`src/design/rpu_pkg.sv`:
```
// ----------------------------------------------------------------------------
// rpu_pkg: shared types and constants of the raw pixel unpacker
// Pixel format codes, register indexes, size limits and the command word
// passed from the front (stream parser) to the back (pixel formatter).
// ----------------------------------------------------------------------------
package rpu_pkg;

  localparam int MAX_WIDTH  = 4096;
  localparam int MAX_HEIGHT = 4096;

  // image size registers and row/column counters
  localparam int SIZE_W = 13;
  localparam int IDX_W  = 24;
  localparam int KEY_W  = 24;
  localparam int CFG_IDX_W = 3;

  localparam logic [SIZE_W-1:0] MAX_W_SZ = SIZE_W'(MAX_WIDTH);
  localparam logic [SIZE_W-1:0] MAX_H_SZ = SIZE_W'(MAX_HEIGHT);

  typedef enum logic [1:0] {
    FMT_COPY24 = 2'd0,
    FMT_SWAP24 = 2'd1,
    FMT_RGB555 = 2'd2,
    FMT_RGB565 = 2'd3
  } fmt_t;

  localparam logic [CFG_IDX_W-1:0] REG_FORMAT = 3'd0;
  localparam logic [CFG_IDX_W-1:0] REG_WIDTH  = 3'd1;
  localparam logic [CFG_IDX_W-1:0] REG_HEIGHT = 3'd2;
  localparam logic [CFG_IDX_W-1:0] REG_ALPHA  = 3'd3;
  localparam logic [CFG_IDX_W-1:0] REG_KEY    = 3'd4;

  typedef struct packed {
    fmt_t              pixel_format;
    logic [SIZE_W-1:0] image_width;
    logic [SIZE_W-1:0] image_height;
    logic              alpha_plane_on;
    logic [KEY_W-1:0]  color_key;
  } cfg_t;

  // One finished pixel as classified by the front. For alpha-only writes the
  // alpha byte travels in d0; for 16-bit pixels d0 is the low byte, d1 high.
  typedef struct packed {
    logic             full;
    fmt_t             fmt;
    logic [7:0]       d0;
    logic [7:0]       d1;
    logic [7:0]       d2;
    logic [IDX_W-1:0] idx;
    logic             last;
  } cmd_t;

endpackage

```
`src/design/rpu_front.sv`:
```
// ----------------------------------------------------------------------------
// rpu_front: byte stream parser
// Tracks byte phase, row/column position, padding and plane; issues one
// command word per completed pixel or alpha byte.
// ----------------------------------------------------------------------------
module rpu_front import rpu_pkg::*; (
  input  logic       clk,
  input  logic       rst,
  input  cfg_t       cfg,
  input  logic       in_valid,
  input  logic [7:0] in_byte,
  input  logic       in_sof,
  output logic       in_ready,
  output logic       cmd_valid,
  output cmd_t       cmd,
  input  logic       cmd_ready
);

  logic [1:0]        byte_phase, byte_phase_next;
  logic [15:0]       held_bytes, held_bytes_next;
  logic [SIZE_W-1:0] column_count, column_count_next;
  logic [SIZE_W-1:0] row_count, row_count_next;
  logic [IDX_W-1:0]  running_index, running_index_next;
  logic              in_alpha_plane, in_alpha_plane_next;
  logic [1:0]        pad_left, pad_left_next;

  // state as seen after an optional start-of-image clear
  logic [1:0]        c_phase;
  logic [15:0]       c_held;
  logic [SIZE_W-1:0] c_col, c_row, col_inc, row_inc;
  logic [IDX_W-1:0]  c_idx;
  logic              c_in_a;
  logic [1:0]        c_pad;

  logic [SIZE_W-1:0] w, h;
  logic              at_end, do_adv, end_pl, emit;
  logic [1:0]        adv_pad;
  logic              accept;

  assign in_ready  = cmd_ready;
  assign accept    = in_valid && in_ready;
  assign cmd_valid = in_valid && emit;

  always_comb begin
    if (cfg.image_width == '0) w = SIZE_W'(1);
    else if (cfg.image_width > MAX_W_SZ) w = MAX_W_SZ;
    else w = cfg.image_width;
    if (cfg.image_height == '0) h = SIZE_W'(1);
    else if (cfg.image_height > MAX_H_SZ) h = MAX_H_SZ;
    else h = cfg.image_height;
  end

  always_comb begin
    c_phase = in_sof ? 2'd0 : byte_phase;
    c_held  = in_sof ? 16'd0 : held_bytes;
    c_col   = in_sof ? '0 : column_count;
    c_row   = in_sof ? '0 : row_count;
    c_idx   = in_sof ? '0 : running_index;
    c_in_a  = in_sof ? 1'b0 : in_alpha_plane;
    c_pad   = in_sof ? 2'd0 : pad_left;

    byte_phase_next     = c_phase;
    held_bytes_next     = c_held;
    column_count_next   = c_col;
    row_count_next      = c_row;
    running_index_next  = c_idx;
    in_alpha_plane_next = c_in_a;
    pad_left_next       = c_pad;

    col_inc = c_col + SIZE_W'(1);
    row_inc = c_row + SIZE_W'(1);
    at_end  = (col_inc >= w) && (row_inc >= h);
    do_adv  = 1'b0;
    end_pl  = 1'b0;
    adv_pad = 2'd0;
    emit    = 1'b0;

    cmd      = '0;
    cmd.fmt  = cfg.pixel_format;
    cmd.idx  = c_idx;

    if (c_pad != 2'd0) begin
      pad_left_next = c_pad - 2'd1;
      if (c_pad == 2'd1 && c_row >= h) end_pl = 1'b1;
    end else if (c_in_a) begin
      emit     = 1'b1;
      cmd.full = 1'b0;
      cmd.d0   = in_byte;
      cmd.last = at_end;
      do_adv   = 1'b1;
      adv_pad  = 2'd0 - w[1:0];       // alpha rows pad to 4 bytes
    end else if (!cfg.pixel_format[1]) begin
      case (c_phase)
        2'd0: begin
          held_bytes_next = {8'd0, in_byte};
          byte_phase_next = 2'd1;
        end
        2'd1: begin
          held_bytes_next = {in_byte, c_held[7:0]};
          byte_phase_next = 2'd2;
        end
        default: begin
          byte_phase_next = 2'd0;
          emit     = 1'b1;
          cmd.full = 1'b1;
          cmd.d0   = c_held[7:0];
          cmd.d1   = c_held[15:8];
          cmd.d2   = in_byte;
          cmd.last = at_end && !cfg.alpha_plane_on;
          do_adv   = 1'b1;
          adv_pad  = w[0] ? 2'd3 : 2'd0;  // odd-width rows carry 3 pad bytes
        end
      endcase
    end else begin
      if (c_phase == 2'd0) begin
        held_bytes_next = {8'd0, in_byte};
        byte_phase_next = 2'd1;
      end else begin
        byte_phase_next = 2'd0;
        emit     = 1'b1;
        cmd.full = 1'b1;
        cmd.d0   = c_held[7:0];
        cmd.d1   = in_byte;
        cmd.last = at_end && !cfg.alpha_plane_on;
        do_adv   = 1'b1;
      end
    end

    if (do_adv) begin
      running_index_next = c_idx + IDX_W'(1);
      if (col_inc >= w) begin
        column_count_next = '0;
        row_count_next    = row_inc;
        pad_left_next     = adv_pad;
        if (adv_pad == 2'd0 && row_inc >= h) end_pl = 1'b1;
      end else begin
        column_count_next = col_inc;
      end
    end

    if (end_pl) begin
      if (!c_in_a && cfg.alpha_plane_on) begin
        in_alpha_plane_next = 1'b1;
        held_bytes_next     = c_held;
      end else begin
        in_alpha_plane_next = 1'b0;
        held_bytes_next     = 16'd0;
      end
      byte_phase_next    = 2'd0;
      column_count_next  = '0;
      row_count_next     = '0;
      running_index_next = '0;
      pad_left_next      = 2'd0;
    end
  end

  always_ff @(posedge clk) begin
    if (rst) begin
      byte_phase     <= 2'd0;
      held_bytes     <= 16'd0;
      column_count   <= '0;
      row_count      <= '0;
      running_index  <= '0;
      in_alpha_plane <= 1'b0;
      pad_left       <= 2'd0;
    end else if (accept) begin
      byte_phase     <= byte_phase_next;
      held_bytes     <= held_bytes_next;
      column_count   <= column_count_next;
      row_count      <= row_count_next;
      running_index  <= running_index_next;
      in_alpha_plane <= in_alpha_plane_next;
      pad_left       <= pad_left_next;
    end
  end

endmodule

```
`src/design/rpu_queue.sv`:
```
// ----------------------------------------------------------------------------
// rpu_queue: two-entry command queue
// Decouples the parser from the formatter so each side stalls on its own.
// ----------------------------------------------------------------------------
module rpu_queue import rpu_pkg::*; (
  input  logic clk,
  input  logic rst,
  input  logic push_valid,
  input  cmd_t push_data,
  output logic push_ready,
  output logic pop_valid,
  output cmd_t pop_data,
  input  logic pop_ready
);

  cmd_t       entry [2];
  logic       wr_ptr, rd_ptr;
  logic [1:0] count;
  logic       push, pop;

  assign push_ready = (count != 2'd2);
  assign pop_valid  = (count != 2'd0);
  assign pop_data   = entry[rd_ptr];
  assign push       = push_valid && push_ready;
  assign pop        = pop_valid && pop_ready;

  always_ff @(posedge clk) begin
    if (push) entry[wr_ptr] <= push_data;
  end

  always_ff @(posedge clk) begin
    if (rst) begin
      wr_ptr <= 1'b0;
      rd_ptr <= 1'b0;
      count  <= 2'd0;
    end else begin
      if (push) wr_ptr <= ~wr_ptr;
      if (pop)  rd_ptr <= ~rd_ptr;
      case ({push, pop})
        2'b10:   count <= count + 2'd1;
        2'b01:   count <= count - 2'd1;
        default: count <= count;
      endcase
    end
  end

endmodule

```
`src/design/rpu_back.sv`:
```
// ----------------------------------------------------------------------------
// rpu_back: pixel formatter and output register
// Expands 16-bit pixels, orders 24-bit bytes, applies the color key and
// holds the finished word until the sink takes it.
// ----------------------------------------------------------------------------
module rpu_back import rpu_pkg::*; (
  input  logic             clk,
  input  logic             rst,
  input  cfg_t             cfg,
  input  logic             cmd_valid,
  input  cmd_t             cmd,
  output logic             cmd_ready,
  output logic             out_valid,
  input  logic             out_ready,
  output logic [IDX_W-1:0] out_index,
  output logic             out_full,
  output logic [7:0]       out_b0,
  output logic [7:0]       out_b1,
  output logic [7:0]       out_b2,
  output logic [7:0]       out_alpha,
  output logic             out_last
);

  logic [7:0]  b0, b1, b2, a;
  logic [15:0] v;
  logic        load;

  assign cmd_ready = !out_valid || out_ready;
  assign load      = cmd_valid && cmd_ready;
  assign v         = {cmd.d1, cmd.d0};

  always_comb begin
    b0 = 8'd0;
    b1 = 8'd0;
    b2 = 8'd0;
    a  = 8'hff;
    if (!cmd.full) begin
      a = cmd.d0;
    end else begin
      case (cmd.fmt)
        FMT_COPY24: begin
          b0 = cmd.d0;
          b1 = cmd.d1;
          b2 = cmd.d2;
        end
        FMT_SWAP24: begin
          b0 = cmd.d2;
          b1 = cmd.d1;
          b2 = cmd.d0;
        end
        FMT_RGB555: begin
          b0 = {v[4:0], 3'd0};
          b1 = {v[9:5], 3'd0};
          b2 = {v[14:10], 3'd0};
        end
        FMT_RGB565: begin
          b0 = {v[4:0], 3'd0};
          b1 = {v[10:5], 2'd0};
          b2 = {v[15:11], 3'd0};
        end
        default: begin
          b0 = 8'd0;
        end
      endcase
      // key byte0 against out byte2, key byte2 against out byte0
      if (!cmd.fmt[1] && !cfg.alpha_plane_on &&
          cfg.color_key[7:0] == b2 && cfg.color_key[15:8] == b1 &&
          cfg.color_key[23:16] == b0)
        a = 8'd0;
    end
  end

  always_ff @(posedge clk) begin
    if (rst) begin
      out_valid <= 1'b0;
    end else if (cmd_ready) begin
      out_valid <= cmd_valid;
    end
  end

  always_ff @(posedge clk) begin
    if (load) begin
      out_index <= cmd.idx;
      out_full  <= cmd.full;
      out_b0    <= b0;
      out_b1    <= b1;
      out_b2    <= b2;
      out_alpha <= a;
      out_last  <= cmd.last;
    end
  end

endmodule

```
`src/design/raw_pixel_to_rgba_unpacker.sv`:
```
// ----------------------------------------------------------------------------
// raw_pixel_to_rgba_unpacker: raw image byte stream to RGBA8888 pixel writes
// Parses 24-bit, RGB555 and RGB565 pixel data plus an optional alpha plane
// and emits indexed 32-bit pixel writes.
// ----------------------------------------------------------------------------
// One byte is taken per clock on the slave stream, sustained. Each byte that
// completes a pixel (or each alpha-plane byte) yields one output word, held
// first in the command queue and then in the output register. Padding bytes
// and the leading bytes of a pixel yield nothing. The parser stalls only when
// the two-entry queue is full, which happens only after the sink has held
// m_tready low. Sizes of 0 act as 1, and sizes above 4096 act as 4096.
// Program the registers only while the block is idle; start_of_image
// (s_tuser) restarts all counters on its byte.
// ----------------------------------------------------------------------------
module raw_pixel_to_rgba_unpacker import rpu_pkg::*; (
  input  logic                 clk,
  input  logic                 rst,
  // input byte stream
  input  logic                 s_tvalid,
  output logic                 s_tready,
  input  logic [7:0]           s_tdata,   // [7:0] data_byte
  input  logic                 s_tuser,   // [0] start_of_image
  // output pixel writes
  output logic                 m_tvalid,
  input  logic                 m_tready,
  output logic [55:0]          m_tdata,   // [23:0] pixel_index, [31:24] out_byte0,
                                          // [39:32] out_byte1, [47:40] out_byte2,
                                          // [55:48] alpha_out
  output logic                 m_tuser,   // [0] full_write
  output logic                 m_tlast,   // last_write
  // register writes
  input  logic                 cfg_valid,
  output logic                 cfg_ready,
  input  logic [CFG_IDX_W-1:0] cfg_index,
  input  logic [KEY_W-1:0]     cfg_data
);

  cfg_t       cfg;
  logic       f_valid, f_ready, q_valid, q_ready;
  cmd_t       f_cmd, q_cmd;
  logic [7:0] o_b0, o_b1, o_b2, o_alpha;
  logic [IDX_W-1:0] o_index;

  // Register file: always ready, out-of-range indexes are dropped.
  assign cfg_ready = 1'b1;

  always_ff @(posedge clk) begin
    if (rst) begin
      cfg.pixel_format   <= FMT_COPY24;
      cfg.image_width    <= SIZE_W'(1);
      cfg.image_height   <= SIZE_W'(1);
      cfg.alpha_plane_on <= 1'b0;
      cfg.color_key      <= '0;
    end else if (cfg_valid && cfg_ready) begin
      case (cfg_index)
        REG_FORMAT: cfg.pixel_format   <= fmt_t'(cfg_data[1:0]);
        REG_WIDTH:  cfg.image_width    <= cfg_data[SIZE_W-1:0];
        REG_HEIGHT: cfg.image_height   <= cfg_data[SIZE_W-1:0];
        REG_ALPHA:  cfg.alpha_plane_on <= cfg_data[0];
        REG_KEY:    cfg.color_key      <= cfg_data;
        default:    cfg.color_key      <= cfg.color_key;
      endcase
    end
  end

  // Front: parses bytes, tracks position, classifies completed pixels.
  rpu_front u_front (
    .clk       (clk),
    .rst       (rst),
    .cfg       (cfg),
    .in_valid  (s_tvalid),
    .in_byte   (s_tdata),
    .in_sof    (s_tuser),
    .in_ready  (s_tready),
    .cmd_valid (f_valid),
    .cmd       (f_cmd),
    .cmd_ready (f_ready)
  );

  // Queue between parser and formatter.
  rpu_queue u_queue (
    .clk        (clk),
    .rst        (rst),
    .push_valid (f_valid),
    .push_data  (f_cmd),
    .push_ready (f_ready),
    .pop_valid  (q_valid),
    .pop_data   (q_cmd),
    .pop_ready  (q_ready)
  );

  // Back: builds the RGBA word and holds it for the sink.
  rpu_back u_back (
    .clk       (clk),
    .rst       (rst),
    .cfg       (cfg),
    .cmd_valid (q_valid),
    .cmd       (q_cmd),
    .cmd_ready (q_ready),
    .out_valid (m_tvalid),
    .out_ready (m_tready),
    .out_index (o_index),
    .out_full  (m_tuser),
    .out_b0    (o_b0),
    .out_b1    (o_b1),
    .out_b2    (o_b2),
    .out_alpha (o_alpha),
    .out_last  (m_tlast)
  );

  assign m_tdata = {o_alpha, o_b2, o_b1, o_b0, o_index};

endmodule
```
`config.mk`:
```
export PLATFORM = sky130hd
export DESIGN_NAME = raw_pixel_to_rgba_unpacker
export DESIGN_NICKNAME = d
export VERILOG_FILES = /design/src/design/rpu_pkg.sv /design/src/design/rpu_front.sv /design/src/design/rpu_queue.sv /design/src/design/rpu_back.sv /design/src/design/raw_pixel_to_rgba_unpacker.sv
export SDC_FILE = /design/constraint.sdc
export NUM_CORES = 1
export LEC_CHECK = 0
export BUFFER_PORTS_ARGS = -buffer_cell sky130_fd_sc_hd__buf_2
export CAP_MARGIN = 20
export CORE_MARGIN = 2
export CORE_UTILIZATION = 55
export DETAILED_ROUTE_END_ITERATION = 16
export GPL_ROUTABILITY_DRIVEN = 0
export PLACE_DENSITY = 0.77
export SYNTH_ARGS = -nofsm -noshare
export SYNTH_HDL_FRONTEND = slang
export SYNTH_SLANG_ARGS = --single-unit
```
`constraint.sdc`:
```
create_clock -name clk -period 5.4 [get_ports clk]
set_input_delay 0.81 -clock clk [delete_from_list [all_inputs] [get_ports clk]]
set_output_delay 0.81 -clock clk [all_outputs]
set_load 0.02 [all_outputs]
```
==> run summary <==
WHS Endpoint = u_front.row_count[8]
routed len/inst = 18.5 um
Max Fclk = 0.203 GHz
leading cell type in the layout, fill and taps excluded = nand2_1
Register Area = 7470 sq um
clk root buf = clkbuf_16
total global routing overflow = 0
filler cell count = 2053
Row Count = 58
cell count of the worst reg-to-reg path = 18
max_slew headroom = 31.7%
largest net degree at the start of global routing = 66
post-synth top area share = 34.7%
final setup violating endpoints = 0
Final Hold Viols = 0
number of vias in the routed layout = 10.7k
clock transition at the registers of the reported paths = 60 ps
# Max-Cap Violations = 0
number of global-route vias before repair = 10.3k
H-tree depth = 1
drt initial violations = 1086
Pre-Repair DR Iteration Count = 6
Final Max Slew Viols = 0
Slew @ Worst Pin = 1020 ps
Min-Delay Path Class = reg -> reg
post-synth cell types = 75
post-synth top area cell = edfxtp_1
CP Launch Type = primary input
Hold Buf Count CTS = 0
nets@finish = 1536
Worst Setup End Kind = flip-flop
Die Wd = 164 um
final worst-path cycle share = 91.4%
clk_lat worst skew = 550 ps
synthesized area per cell = 10.3 sq um
dpl hpwl = 23300 um
share of cells above drive strength 1 = 15.5%
vias per cell = 5.96
Post-CTS Setup Inserts = 0
most frequent cells in the layout = nand2_1 (212), edfxtp_1 (162), dfxtp_1 (129)
number of remaining DRC errors = 0
worst r2r src = u_front.column_count[0]
main area contributors after synthesis = edfxtp_1 (35%), dfxtp_1 (19%), nand2_1 (5.7%)
initial core utilization = 55.9%
CP max FO = 13
Antenna diodes = 0
Final WS setup = 465 ps
Tmin final = 4940 ps
pwr/cell area = 344 nW/um^2
critical path class = in -> reg
Worst Path Arrival = 5410 ps
initial antenna violation count = 1
IO buf count = 100
sequential fraction of the synthesis area = 53.2%
DP Worst Slack = 13.1 ps
clk buf depth = 3
final wirelength = 33400 um
area of the multi-input gates = 6210 sq um
Main synth FF type = edfxtp_1
RSZ-0062 raised after global routing = no
Seq cells post-synth = 292
first-pass GRT wire length = 52700 um
Die Ht = 164 um
Hold WS = 463 ps
Final Skew = 21.2 ps
Placeable Area = 25100 sq um
Area Growth Syn to Fin = 11.8%
Mapped Nets = 1449
GRT Util Overall = 24.7%
worst hold start = u_front.row_count[8]
Netlist Area Pre-Place = 14000 sq um
TritonCTS buffer count = 29
post-route ant nets = 0
Ports = 102
LEAKAGE = 5.77 nW
die area = 26800 sq um
WP data required = 5870 ps
R2R Setup Slk = 480 ps
synth warn = 0
setup TNS = 0 ps
async set or reset register ratio after synthesis = 0%
Reg2Reg Capture Point = u_front.held_bytes[5]
Mapped Cells = 1365
VDD IR max = 278 uV
clk sink count = 292
Post-synth EDFFs = 162
Min-Delay Path Depth = 2
post-cts repair resize count = 0
CTS tree = built
status = completed
cell usage after synthesis (3+ instances only):
cell / n
clkbuf_1: 49
inv_1: 15
buf_6: 5
o211ai_1: 6
o21ai_1: 3
nor2b_1: 41
o31ai_1: 5
or2_2: 5
edfxtp_1: 162
buf_4: 4
dfxtp_1: 130
xor2_1: 40
xnor2_1: 30
a21oi_1: 111
o21a_1: 3
buf_1: 5
mux2_2: 35
or4_1: 3
a22oi_1: 26
o32ai_1: 3
a32oi_1: 4
and2_1: 5
nor4_1: 13
a211oi_1: 8
nor3_1: 14
nand3b_1: 6
a22o_1: 17
nand3_1: 42
mux2i_1: 35
a21o_1: 9
nor3b_1: 4
ha_1: 43
or3_1: 10
o22ai_1: 3
o21ai_0: 34
a31oi_1: 12
nand4_1: 12
nand2_1: 212
and3_1: 23
nor2_1: 121
buf_2: 5
nand2b_1: 9
mux2i_2: 4
state kept, by name, indices dropped and copies added (netlist names), 8 cells and up, named ones only:
| name | cells |
|---|---|
| cfg | 53 |
| u_back.out_b0 | 8 |
| u_back.out_b1 | 8 |
| u_back.out_index | 24 |
| u_front.running_index | 24 |
| u_back.out_alpha | 8 |
| u_front.row_count | 13 |
| u_queue.entry | 104 |
| u_back.out_b2 | 8 |
| u_front.column_count | 13 |
| u_front.held_bytes | 16 |
where the power goes:
part / switching [mW] / internal (mW)
logic: 0.643 / 0.280
clock network: 0.823 / 0.998
registers: 0.0708 / 2.58
total: 1.54 / 3.86
per-layer routing:
| metal | vias up | share of wire (%) | global-route usage (%) |
|---|---|---|---|
| met2 | 390 | 48 | 41.0 |
| met1 | 5208 | 43 | 33.9 |
| met3 | 60 | 6.7 | 3.03 |
| met5 | - | 0 | 0 |
| li1 | 5088 | - | - |
| met4 | 0 | 2.4 | 7.66 |
cells by family after synthesis:
family,Yosys count,share of synthesized area [%]
adders and majority gates,43,3.83
other,1,0.0267
muxes,76,5.97
buffers and inverters,83,2.64
AOI/OAI and AO/OA,261,11.7
xor gates and xnor gates,70,4.37
and+or+nand+nor,539,18.3
DFF,292,53.2
final cells by class:
type                       instances  share of cell area (%)
clock buffer                      38                    4.90
clock inverter                    15                   0.478
inverter                          15                   0.359
multi-input combinational        990                    39.6
sequential                       292                    47.6
tap                              330                    2.63
timing repair buffer             124                    4.44
per-stage QoR:
step / cells / util, % / power (mW) / cell area, sq um
after global routing: 1804 / 62.5 / 5.59 / 15700
after CTS: 1803 / 62.4 / 5.43 / 15700
after global placement: 1749 / 59.1 / 3.59 / 14800
final: 1804 / 62.5 / 5.40 / 15700
after detailed placement: 1750 / 59.1 / 3.62 / 14800
after floorplan: 1365 / - / 3.32 / 14000
critical path, stage by stage:
cell and delay, ps:
buf_2 140, nor2b_1 190, ha_1 250, and3_1 270
nand2_1 90, nor3_2 260, and3_1 270, nand3_1 110
xor2_1 190, nor2_1 70, ha_1 340, and4_1 220
nand4_1 100, a221oi_2 60, o31ai_4 340, or2_1 300
nand3_1 490, nor2_1 670, a22o_1 220
worst max-delay path by stage:
stage                  from                     to  slack, ps
detailed placement  s_tuser  u_front.held_bytes[5]         10
CTS                 s_tuser  u_front.held_bytes[5]        570
finish              s_tuser  u_front.held_bytes[5]        460
global placement    s_tuser  u_front.held_bytes[4]        230
floorplan           s_tuser    u_front.pad_left[1]         60
global route        s_tuser  u_front.held_bytes[6]         40
Note: power is estimated with default switching activity, not from simulation.
